### src/sv/char_lcd_dirty_refresh_assert.svh
// Assertion macros shared by the character buffer RTL.
// Each macro expects clk and rst_n to be visible in the module that uses it.
`ifndef CHAR_LCD_DIRTY_REFRESH_ASSERT_SVH
`define CHAR_LCD_DIRTY_REFRESH_ASSERT_SVH

// Consequence must hold in the same cycle as the antecedent.
`define CLDR_ASSERT_NOW(label, ante, cons) \
    label: assert property (@(posedge clk) disable iff (!rst_n) (ante) |-> (cons)) \
        else $error("char_lcd_dirty_refresh: same-cycle check failed");

// Consequence must hold in the cycle after the antecedent.
`define CLDR_ASSERT_NEXT(label, ante, cons) \
    label: assert property (@(posedge clk) disable iff (!rst_n) (ante) |=> (cons)) \
        else $error("char_lcd_dirty_refresh: next-cycle check failed");

`endif

### src/sv/cldr_pkg.sv
`timescale 1ns / 1ps
`default_nettype none

package cldr_pkg;

    // Display geometry.
    localparam int COLUMNS = 20;
    localparam int ROWS    = 4;
    localparam int CELLS   = ROWS * COLUMNS;
    localparam int ADDR_W  = $clog2(CELLS);

    // Field widths fixed by the transaction format.
    localparam int ROW_W  = 2;
    localparam int COL_W  = 5;
    localparam int CHAR_W = 8;

    // Bus byte constants.
    localparam logic [7:0] SET_ADDRESS     = 8'h80;
    localparam logic [7:0] SECOND_ROW_BASE = 8'h40;
    localparam logic [7:0] ADDRESS_MASK    = 8'h7F;
    localparam logic [7:0] SPACE_CODE      = 8'h20;

    // Operation codes.
    localparam logic [1:0] OP_WRITE = 2'd0;
    localparam logic [1:0] OP_CLEAR = 2'd1;
    localparam logic [1:0] OP_FLUSH = 2'd2;

    typedef struct packed {
        logic [1:0]        opcode;
        logic [ROW_W-1:0]  row;
        logic [COL_W-1:0]  column;
        logic [CHAR_W-1:0] character;
    } cmd_t;

    typedef struct packed {
        logic              is_data;
        logic [7:0]        bus_byte;
        logic              last;
    } lcd_t;

    typedef enum logic [1:0] {
        ST_IDLE,
        ST_SCAN,
        ST_CMD,
        ST_DATA
    } state_t;

    // Linear store address of a row and column.
    function automatic logic [ADDR_W-1:0] cell_addr(input logic [ROW_W-1:0] row,
                                                    input logic [COL_W-1:0] col);
        return ADDR_W'(int'(row) * COLUMNS + int'(col));
    endfunction

    // Set-address command for a row and column.
    function automatic logic [7:0] set_address_cmd(input logic [ROW_W-1:0] row,
                                                   input logic [COL_W-1:0] col);
        logic [7:0] base;
        base = 8'h00;
        if (row[0])
        begin
            base = base + SECOND_ROW_BASE;
        end
        if (row[1])
        begin
            base = base + 8'(COLUMNS);
        end
        return SET_ADDRESS | ((base + 8'(col)) & ADDRESS_MASK);
    endfunction

endpackage

`default_nettype wire

### src/sv/cldr_ram.sv
`timescale 1ns / 1ps
`default_nettype none

module cldr_ram #(
    parameter int WIDTH = 8,
    parameter int DEPTH = 80
) (
    input  wire logic                     clk,
    input  wire logic                     we,
    input  wire logic [$clog2(DEPTH)-1:0] waddr,
    input  wire logic [WIDTH-1:0]         wdata,
    input  wire logic                     re,
    input  wire logic [$clog2(DEPTH)-1:0] raddr,
    output logic      [WIDTH-1:0]         rdata
);

    logic [WIDTH-1:0] mem_reg [DEPTH];
    logic [WIDTH-1:0] rdata_reg;

    // Single write port, registered read port that holds when not read.
    always_ff @(posedge clk)
    begin
        if (we)
        begin
            mem_reg[waddr] <= wdata;
        end
        if (re)
        begin
            rdata_reg <= mem_reg[raddr];
        end
    end

    assign rdata = rdata_reg;

endmodule

`default_nettype wire

### src/sv/char_lcd_dirty_refresh.sv
`timescale 1ns / 1ps
`default_nettype none
// Shadow character buffer that sends a character display only what changed.
// Command channel (cmd_valid, cmd_stall, cmd): write one character, clear all
// entries to spaces, or flush one row. Write and clear produce nothing. A
// flush walks the row column by column; each pending column costs a store
// read and then one step per emitted byte. The store is a single-port-read
// RAM, and its read latency sets the walk.
// Output channel (lcd_valid, lcd_stall, lcd): one transaction per bus byte,
// a set-address command at the start of each run of pending columns, then
// data bytes; last marks the final byte of a flush. After a flush is
// accepted, the first byte goes through ST_SCAN, ST_CMD and out_reg.
// cmd_stall is high while a flush is running. A stalled output holds its
// transaction and the walk waits; the command channel is open again as soon
// as the walk ends, even while the last byte still waits to be taken.
// Reset is immediate: nothing is pending and no transaction is offered.
// Pending and written-since-clear flags sit in flip-flops, so a clear sets
// them all at once and no sweep of the RAM is needed.

`include "char_lcd_dirty_refresh_assert.svh"

module char_lcd_dirty_refresh (
    input  wire logic           clk,
    input  wire logic           rst_n,
    input  wire logic           cmd_valid,
    output logic                cmd_stall,
    input  wire cldr_pkg::cmd_t cmd,
    output logic                lcd_valid,
    input  wire logic           lcd_stall,
    output cldr_pkg::lcd_t      lcd
);

    cldr_pkg::state_t                    state_reg, state_next;
    logic [cldr_pkg::ROW_W-1:0]          row_reg, row_next;
    logic [cldr_pkg::COL_W-1:0]          col_reg, col_next;
    logic                                placed_reg, placed_next;
    logic [cldr_pkg::CELLS-1:0]          pend_reg, pend_next;
    logic [cldr_pkg::CELLS-1:0]          fresh_reg, fresh_next;
    cldr_pkg::lcd_t                      out_reg, out_next;
    logic                                out_valid_reg, out_valid_next;

    logic                                cmd_take;
    logic                                out_free;
    logic                                cmd_issue;
    logic                                last_col;
    logic                                more_after;
    logic                                write_ok;
    logic                                flush_ok;
    logic [cldr_pkg::ADDR_W-1:0]         cur_idx;
    logic [cldr_pkg::ADDR_W-1:0]         wr_idx;
    logic [7:0]                          char_value;

    logic                                ram_we;
    logic                                ram_re;
    logic [cldr_pkg::CHAR_W-1:0]         ram_rdata;

    // Handshake and address helpers.
    assign cmd_stall  = (state_reg != cldr_pkg::ST_IDLE);
    assign cmd_take   = cmd_valid && !cmd_stall;
    assign out_free   = !out_valid_reg || !lcd_stall;
    assign cmd_issue  = (state_reg == cldr_pkg::ST_CMD) && out_free;
    assign lcd_valid  = out_valid_reg;
    assign lcd        = out_reg;
    assign last_col   = (col_reg == cldr_pkg::COL_W'(cldr_pkg::COLUMNS - 1));
    assign cur_idx    = cldr_pkg::cell_addr(row_reg, col_reg);
    assign wr_idx     = cldr_pkg::cell_addr(cmd.row, cmd.column);
    assign write_ok   = (int'(cmd.row) < cldr_pkg::ROWS)
                        && (int'(cmd.column) < cldr_pkg::COLUMNS);
    assign flush_ok   = (int'(cmd.row) < cldr_pkg::ROWS);

    // Store access: writes only while idle, reads only while walking.
    assign ram_we     = cmd_take && (cmd.opcode == cldr_pkg::OP_WRITE) && write_ok;
    assign ram_re     = (state_reg == cldr_pkg::ST_SCAN) && pend_reg[cur_idx];

    // An entry not written since the last clear holds a space.
    assign char_value = fresh_reg[cur_idx] ? ram_rdata : cldr_pkg::SPACE_CODE;

    // Is anything pending to the right of the current column?
    always_comb
    begin
        more_after = 1'b0;
        for (int j = 0; j < cldr_pkg::COLUMNS; j++)
        begin
            if ((j > int'(col_reg))
                && pend_reg[cldr_pkg::cell_addr(row_reg, cldr_pkg::COL_W'(j))])
            begin
                more_after = 1'b1;
            end
        end
    end

    cldr_ram #(
        .WIDTH(cldr_pkg::CHAR_W),
        .DEPTH(cldr_pkg::CELLS)
    ) u_store (
        .clk  (clk),
        .we   (ram_we),
        .waddr(wr_idx),
        .wdata(cmd.character),
        .re   (ram_re),
        .raddr(cur_idx),
        .rdata(ram_rdata)
    );

    // Next state of the flush sequencer.
    always_comb
    begin
        state_next = state_reg;
        unique case (state_reg)
            cldr_pkg::ST_IDLE:
            begin
                if (cmd_take && (cmd.opcode == cldr_pkg::OP_FLUSH) && flush_ok)
                begin
                    state_next = cldr_pkg::ST_SCAN;
                end
            end
            cldr_pkg::ST_SCAN:
            begin
                if (pend_reg[cur_idx])
                begin
                    state_next = placed_reg ? cldr_pkg::ST_DATA : cldr_pkg::ST_CMD;
                end
                else if (last_col)
                begin
                    state_next = cldr_pkg::ST_IDLE;
                end
            end
            cldr_pkg::ST_CMD:
            begin
                if (out_free)
                begin
                    state_next = cldr_pkg::ST_DATA;
                end
            end
            cldr_pkg::ST_DATA:
            begin
                if (out_free)
                begin
                    state_next = last_col ? cldr_pkg::ST_IDLE : cldr_pkg::ST_SCAN;
                end
            end
        endcase
    end

    // Datapath and flag updates for each state.
    always_comb
    begin
        row_next       = row_reg;
        col_next       = col_reg;
        placed_next    = placed_reg;
        pend_next      = pend_reg;
        fresh_next     = fresh_reg;
        out_next       = out_reg;
        out_valid_next = out_valid_reg && lcd_stall;
        unique case (state_reg)
            cldr_pkg::ST_IDLE:
            begin
                if (cmd_take)
                begin
                    unique case (cmd.opcode)
                        cldr_pkg::OP_WRITE:
                        begin
                            if (write_ok)
                            begin
                                pend_next[wr_idx]  = (cmd.character != '0);
                                fresh_next[wr_idx] = 1'b1;
                            end
                        end
                        cldr_pkg::OP_CLEAR:
                        begin
                            pend_next  = '1;
                            fresh_next = '0;
                        end
                        cldr_pkg::OP_FLUSH:
                        begin
                            row_next    = cmd.row;
                            col_next    = '0;
                            placed_next = 1'b0;
                        end
                        default:
                        begin
                            // Unused operation: nothing to do.
                        end
                    endcase
                end
            end
            cldr_pkg::ST_SCAN:
            begin
                if (!pend_reg[cur_idx])
                begin
                    placed_next = 1'b0;
                    if (!last_col)
                    begin
                        col_next = col_reg + 1'b1;
                    end
                end
            end
            cldr_pkg::ST_CMD:
            begin
                if (out_free)
                begin
                    out_next.is_data  = 1'b0;
                    out_next.bus_byte = cldr_pkg::set_address_cmd(row_reg, col_reg);
                    out_next.last     = 1'b0;
                    out_valid_next    = 1'b1;
                    placed_next       = 1'b1;
                end
            end
            cldr_pkg::ST_DATA:
            begin
                if (out_free)
                begin
                    out_next.is_data   = 1'b1;
                    out_next.bus_byte  = char_value;
                    out_next.last      = !more_after;
                    out_valid_next     = 1'b1;
                    pend_next[cur_idx] = 1'b0;
                    if (!last_col)
                    begin
                        col_next = col_reg + 1'b1;
                    end
                end
            end
        endcase
    end

    // Control registers.
    always_ff @(posedge clk or negedge rst_n)
    begin
        if (!rst_n)
        begin
            state_reg     <= cldr_pkg::ST_IDLE;
            placed_reg    <= 1'b0;
            pend_reg      <= '0;
            fresh_reg     <= '0;
            out_valid_reg <= 1'b0;
        end
        else
        begin
            state_reg     <= state_next;
            placed_reg    <= placed_next;
            pend_reg      <= pend_next;
            fresh_reg     <= fresh_next;
            out_valid_reg <= out_valid_next;
        end
    end

    // Payload registers.
    always_ff @(posedge clk)
    begin
        row_reg <= row_next;
        col_reg <= col_next;
        out_reg <= out_next;
    end

    // Checks on the sequencer and store access.
    `CLDR_ASSERT_NOW(a_data_pending, state_reg == cldr_pkg::ST_DATA, pend_reg[cur_idx])
    `CLDR_ASSERT_NOW(a_cmd_not_last, out_valid_reg && !out_reg.is_data, !out_reg.last)
    `CLDR_ASSERT_NOW(a_no_rw_clash, ram_re, !ram_we)
    `CLDR_ASSERT_NEXT(a_cmd_to_data, cmd_issue, state_reg == cldr_pkg::ST_DATA)

endmodule

`default_nettype wire
### config.mk
export PLATFORM = sky130hd
export DESIGN_NAME = char_lcd_dirty_refresh
export DESIGN_NICKNAME = d
export VERILOG_FILES = /design/src/sv/cldr_pkg.sv /design/src/sv/cldr_ram.sv /design/src/sv/char_lcd_dirty_refresh.sv
export VERILOG_INCLUDE_DIRS = /design/src /design/src/sv
export SDC_FILE = /design/constraint.sdc
export NUM_CORES = 1
export LEC_CHECK = 0
export BUFFER_PORTS_ARGS = -buffer_cell sky130_fd_sc_hd__buf_2
export CELL_PAD_IN_SITES_DETAIL_PLACEMENT = 1
export CELL_PAD_IN_SITES_GLOBAL_PLACEMENT = 2
export CORE_UTILIZATION = 46
export DETAILED_ROUTE_END_ITERATION = 6
export HOLD_SLACK_MARGIN = 0.1
export PLACE_DENSITY_LB_ADDON = 0.1
export SYNTH_ARGS = -nofsm -noshare
export SYNTH_HDL_FRONTEND = slang
export SYNTH_SLANG_ARGS = --single-unit
### constraint.sdc
create_clock -name clk -period 4.5 [get_ports clk]
set_clock_uncertainty 0.15 [all_clocks]
set_input_delay 0.45 -clock clk [delete_from_list [all_inputs] [get_ports clk]]
set_output_delay 0.45 -clock clk [all_outputs]
set_load 0.02 [all_outputs]
==> results of run 1 <==
==> worst min-delay path, stage by stage <==
cell and delay [ps]:
buf_2 130, nand3_1 130, a21oi_1 90, o22ai_1 120
==> how the worst max path moves through the flow <==
stage                               startpoint                               end  slack (ps)  cells past startpoint
final                                  cmd[14]  u_store.mem_reg[29][7]$_DFFE_PP_         310                      8
after global routing                   cmd[14]         fresh_reg[23]$_DFFE_PN0P_         260                      9
after CTS                              cmd[14]  u_store.mem_reg[29][7]$_DFFE_PP_         440                      8
after detailed placement               cmd[14]  u_store.mem_reg[29][3]$_DFFE_PP_         370                      7
after global placement                 cmd[14]  u_store.mem_reg[29][6]$_DFFE_PP_         510                      7
after floorplan           row_reg[0]$_DFFE_PP_              lcd[0]$_SDFFCE_PN0P_         740                     14
==> cells in the final DEF (no fill, tap or decap), types with 9 or more instances in the layout <==
master,n
clkbuf_1,21
buf_2,31
mux2_2,57
nor2_1,280
a221oi_1,86
o211ai_1,15
buf_4,188
nor3_1,37
nand3_1,25
nand4_1,22
nand2_1,87
buf_12,19
a31oi_1,9
inv_1,17
mux4_2,64
a22o_1,32
clkbuf_16,89
and3_1,17
ha_1,14
a21oi_1,230
a221o_1,23
clkbuf_8,9
clkinv_1,13
edfxtp_1,665
clkinv_2,12
a31o_2,18
a222oi_1,9
mux4_1,19
dfrtp_1,164
mux2i_1,81
o21ai_0,276
a22oi_1,120
a211oi_1,17
==> power breakdown <==
part | internal [mW] | switching [mW]
Clock | 4.02 | 3.10
Sequential | 8.91 | 0.862
Combinational | 3.82 | 7.44
Total | 16.7 | 11.4
==> per-layer routing <==
layer  vias to the layer above  part of all wire (%)  wire length, um  track usage, %
met1                     13980                    41            56060           46.07
met3                       305                   7.7            10600           5.295
met4                         0                   4.5             6229           14.41
met2                      1324                    47            64170           53.58
li1                      11110                     -                -               -
met5                         -                     0                0               0
==> metrics by stage <==
step	utilization (%)	total power [mW]	worst slack (ps)	std cells	area [um^2]
after floorplan	-	15.46	738.8	2745	37010
after global placement	49.80	20.72	513.1	3824	39470
after detailed placement	49.80	20.87	373.5	3824	39470
after CTS	53.39	27.99	444.7	3983	42310
after global routing	53.39	28.96	261.9	3983	42310
final	53.39	28.14	311.4	3983	42310
==> area by class of cell <==
class	instances	area [um^2]	area share [%]
well taps	1050	1314	3.105
inverters	19	71.32	0.1686
clock inverters	34	350.3	0.8280
flip-flops and latches	829	24070	56.89
clock buffers	119	2430	5.743
repair buffers	245	2018	4.770
multi-input cells	1687	12060	28.49
==> cell families (layout without fill, tap and decap cells) <==
kind of cell,Yosys count,count (layout),share of synthesized area [%]
AOI/OAI and AO/OA,902,902,15.65
DFF,829,829,65.04
adders and majority gates,17,17,0.6152
xor gates and xnor gates,10,10,0.2366
and+or+nand+nor,535,535,6.487
buffers and inverters,229,417,2.714
muxes,223,223,9.262
==> synth_stat cells, drive strengths merged (17+ instances only) <==
cell and n:
nand2 88, clkbuf 137, nand3 25, mux4 84, a221oi 86, buf 73
edfxtp 665, a221o 23, a21oi 230, nor2 282, a211oi 18, nor3 39
a22o 32, o21ai 279, and3 18, inv 17, mux2i 82, dfrtp 164
a31o 18, a22oi 120, nand4 22, mux2 57
==> what timing repair did <==
action / CTS / global route
resized for setup: 0 / 0
hold buffers: 6 / 0
hold endpoints to repair: 64 / 0
setup buffers: 0 / 0
==> run summary, run 1 <==
Outcome: finished, final reports clean
MaxCap Viol Count: 0
Crit-path leading delay family: simple AND/OR/NAND/NOR gates
CP arrival: 4310 ps
Reg2reg end: u_store.mem_reg[62][3]$_DFFE_PP_
Final setup violation count: 0
PwrDens: 665.1 nW/um^2
Final wirelength: 137.1 mm
Reg2Reg Depth: 6
Cell taking the most area after synthesis: edfxtp_1
Setup crit end kind: register
CTS sink count: 829
Largest cells by area after synthesis: edfxtp_1 (54%), dfrtp_1 (11%), mux4_2 (3.9%)
Clock latency on the worst-skew pair: 660 ps
Num CTS Buffers: 88
Longest Clk Path Bufs: 3
Clock transition at path regs: 60 ps
Hold Path Sink: placed_reg$_DFFE_PN0P_
# IOs: 33
Slowest stage cell, crit path: nor2_1
H-tree Lvls: 3
Worst VDD drop: 0.3881 mV
Hold Path Class: input port to register
Fin. Hold Viols: 0
Gr usage total: 33.67%
Min-delay src: cmd[16]
Critical path class: input port to register
Port Buffers: 32
CP Launch Type: input port
Drt pass-1 iters: 6
Final hold slack: 167.3 ps
Yosys top cell area share: 53.95%
Total of warnings raised by yosys: 0
Post-Syn Area: 37,010 um^2
#FFs+latches synth: 829
Grt ovf: 0
DR DRC count: 0
Core area: 79,260 um^2
CP required: 4620 ps
Slew at the pin closest to its max-slew limit: 1185 ps
Slew Limit Fails: 0
Final min period: 4189 ps
Largest net degree at the start of global routing: 106
Count of different cell masters after synthesis: 76
Async set-reset flop share out of synthesis: 19.78%
Tcrit/Tclk final: 93.08%
# fillers: 7,729
Total number of vias: 26,710
CTS tree: built
First-pass GRT wire length: 198.8 mm
DIE WIDTH: 285.7 um
Register area share after synthesis: 65.04%
FP Rows: 103
Die outline area: 81,600 um^2
Initial Utilization: 46.70%
Gpl congestion: 0.9433
P&R area growth vs syn: 14.31%
Root Driver: clkbuf_16
RSZ-0062 raised after global routing: no
Vias/cell: 6.706
Mean Syn Cell Area: 13.48 um^2
Wire length per cell: 34.41 um
Worst rel slew slack: 20.03%
CP Max Fanout: 11
Post-synth EDFFs: 665
Leakage: 14.23 nW
Ant diodes: 0
TNS Setup: 0 ps
Initial antenna violation count: 2
Die height: 285.7 um
CP cell instances: dlygate4sd3_1 > buf_2 > ha_1 > a21o_1 > a21oi_1 > mux2i_2 > nand3_1 > nor2_1
Highest cell delay on the worst timing path: 900 ps
Post-route ant nets: 0
Nets@finish: 2,908
Share of layout cells above drive strength 1: 18.14%
CP Buf/Inv Count: 2
Synth Flop Type: edfxtp_1
Reg-to-reg setup timing slack: 440 ps
Hold depth: 4
Flip-flop count of the largest register after layout: 640
Number of global-route vias before repair: 27,490
Post-DP HPWL: 88.26 mm
Post-Synthesis Net Count: 2,783
Mapped Cells: 2,745
Iteration-0 DRC Markers: 3,178
FMAX: 0.2387 GHz
Worst R2R Start: state_reg[0]$_DFFE_PN0P_
No activity file was read; power rests on OpenSTA's default activity.
==> inputs of run 2 (changes only) <==
--- a/config.mk
+++ b/config.mk
@@ -12,7 +12,7 @@
 export CORE_UTILIZATION = 46
 export DETAILED_ROUTE_END_ITERATION = 6
 export HOLD_SLACK_MARGIN = 0.1
-export PLACE_DENSITY_LB_ADDON = 0.1
+export PLACE_DENSITY = 0.85
 export SYNTH_ARGS = -nofsm -noshare
 export SYNTH_HDL_FRONTEND = slang
 export SYNTH_SLANG_ARGS = --single-unit
==> run 2 against run 1 <==
Effect of this change:
- the flow now finishes with violations (design-rule violations, max-capacitance violations, max-slew violations)
- worst setup slack got worse by 270 ps
- global-route usage up 0.31 points
- total power is 0.49% higher
- non-clock buffer count is 3 lower
- final area hardly changed
- sequential share of layout area barely moved
- critical path type is now register to register
==> run summary, run 2 (synthesis gave the netlist of run 1 again) <==
Failing checks: design-rule violations, max-capacitance violations, max-slew violations
PwrDens: 668.1 nW/um^2
# IOs: 33
Longest Clk Path Bufs: 3
Post-DP HPWL: 89.03 mm
Commonest non-fill, non-tap cell in the layout: edfxtp_1
Leakage: 14.22 nW
TNS Setup: 0 ps
Gpl congestion: 0.9879
Slew Limit Fails: 1
Flip-flop count of the largest register after layout: 640
Die height: 285.7 um
CP cell instances: ha_4 > nor3b_4 > buf_4 > a21oi_1 > o21ai_0 > o21ai_0 > a2111oi_0 > a31o_2
Most used cell, CP: o21ai_0
Critical path class: register to register
Largest net degree at the start of global routing: 111
DP Worst Slack: 202.4 ps
Core area: 79,260 um^2
Number of global-route vias before repair: 28,420
H-tree Lvls: 3
CP Max Fanout: 34
Final worst-path setup slack: 41.31 ps
Setup crit end kind: register
Root Driver: clkbuf_16
Pint: 16.84 mW
Most frequent cells in the layout: edfxtp_1 (665), nor2_1 (280), o21ai_0 (276), a21oi_1 (230), buf_4 (188)
Grt ovf: 0
CP Buf/Inv Count: 1
Gate power share: 39.3%
Crit-path leading delay family: compound AO/OA/AOI/OAI gates
CP required: 4880 ps
Sequential power share: 35.1%
Final Core Density: 53.41%
Final setup violation count: 0
CTS sink count: 829
Num CTS Buffers: 89
Clock network fraction of total power: 25.7%
Initial Utilization: 46.70%
Nets@finish: 2,906
Vias/cell: 6.924
P&R area growth vs syn: 14.36%
Slew at the pin closest to its max-slew limit: 1476 ps
Sw Ratio: 40.47%
Slowest stage cell, crit path: a2111oi_0
MaxCap Viol Count: 1
DR DRC count: 2
CP arrival: 4840 ps
P_sw: 11.45 mW
FMAX: 0.2243 GHz
Clock latency on the worst-skew pair: 680 ps
CP Launch Type: register
Clock transition at path regs: 60 ps
Drt pass-1 iters: 7
Iteration-0 DRC Markers: 3,906
Final wirelength: 138.4 mm
Gr usage total: 33.97%
Worst VDD drop: 0.4693 mV
Fin. Hold Viols: 0
DP Area: 39,430 um^2
Share of layout cells above drive strength 1: 18.02%
Post-CTS sizing: 0
Outcome: finished, violations left
Tcrit/Tclk final: 99.08%
Port Buffers: 32
Cell area after layout: 42,330 um^2
Hold Path Class: input port to register
Total number of vias: 27,630
FP Rows: 103
First-pass GRT wire length: 200.7 mm
Post-route ant nets: 0
CTS tree: built
DIE WIDTH: 285.7 um
Pwr Total: 28.28 mW
Initial antenna violation count: 6
Die outline area: 81,600 um^2
RSZ-0062 raised after global routing: no
Worst rel slew slack: -0.9109%
Highest cell delay on the worst timing path: 1280 ps
Wire length per cell: 34.69 um
Final min period: 4459 ps
[run 2: changes by cell type in the layout (fill, tap and decap cells not counted), sizes merged]
cell / previous run / this run
clkbuf: 119 / 125
diode: 0 / 4
buf: 239 / 237
bufinv: 4 / 6
clkinv: 29 / 27
clkinvlp: 0 / 1
dlygate4sd3: 6 / 5
inv: 20 / 19
[run 2: metal layers]
metal | wire length (um) | vias up | share of wire [%] | track usage [%]
met4 | 8027 | 4 | 5.8 | 17.09
met3 | 13420 | 431 | 9.7 | 6.340
li1 | - | 11120 | - | -
met5 | 23 | - | 0.017 | 0
met1 | 52410 | 14240 | 38 | 44.75
met2 | 64550 | 1841 | 47 | 54.16
[run 2: area by class of cell]
type,count,area [um^2]
fillers,7734,36930
flip-flops and latches,829,24070
multi-input cells,1687,12050
clock buffers,125,2446
repair buffers,242,1968
well taps,1050,1314
clock inverters,34,395.4
inverters,19,71.32
diodes,4,10.01
[run 2: final timing paths]
path                                                start                          endpoint  slack [ps]  cells past startpoint
worst max register to register       row_reg[0]$_DFFE_PP_        u_store.rdata[4]$_DFFE_PP_          40                      8
min in group asynchronous                           rst_n          fresh_reg[9]$_DFFE_PN0P_         410                      2
worst max-delay path                 row_reg[0]$_DFFE_PP_        u_store.rdata[4]$_DFFE_PP_          40                      8
worst min-delay path                               cmd[3]  u_store.mem_reg[66][3]$_DFFE_PP_         230                      2
max in group asynchronous                           rst_n          pend_reg[65]$_DFFE_PN0P_        2820                      3
worst min register to register  fresh_reg[44]$_DFFE_PN0P_         fresh_reg[44]$_DFFE_PN0P_         350                      2
[run 2: power groups by stage]
stage	clock [mW]	sequential, mW	combinational, mW
final	7.26	9.92	11.1
after global routing	7.55	9.90	11.5
after CTS	7.30	9.85	10.8
after detailed placement	0	9.99	10.7
after global placement	0	9.97	10.5
after floorplan	0	9.45	6.01
[run 2: worst reg2reg max path, cell delays in order, from the launching register on]
cell and delay [ps]:
edfxtp_1 510, ha_4 470, nor3b_4 740, buf_4 480
a21oi_1 120, o21ai_0 160, o21ai_0 190, a2111oi_0 1280
a31o_2 240
[run 2: through the flow]
step                      hold slack [ps]  instances
after floorplan                     4.409       2745
after global placement              320.8       3822
after detailed placement            332.9       3822
after CTS                           198.3       3986
after global routing                219.6       3987
final                               232.1       3990
[run 2: what timing repair did]
action	CTS	global route
hold endpoints to repair	127	0
buffers inserted	0	0
hold buffers	5	0
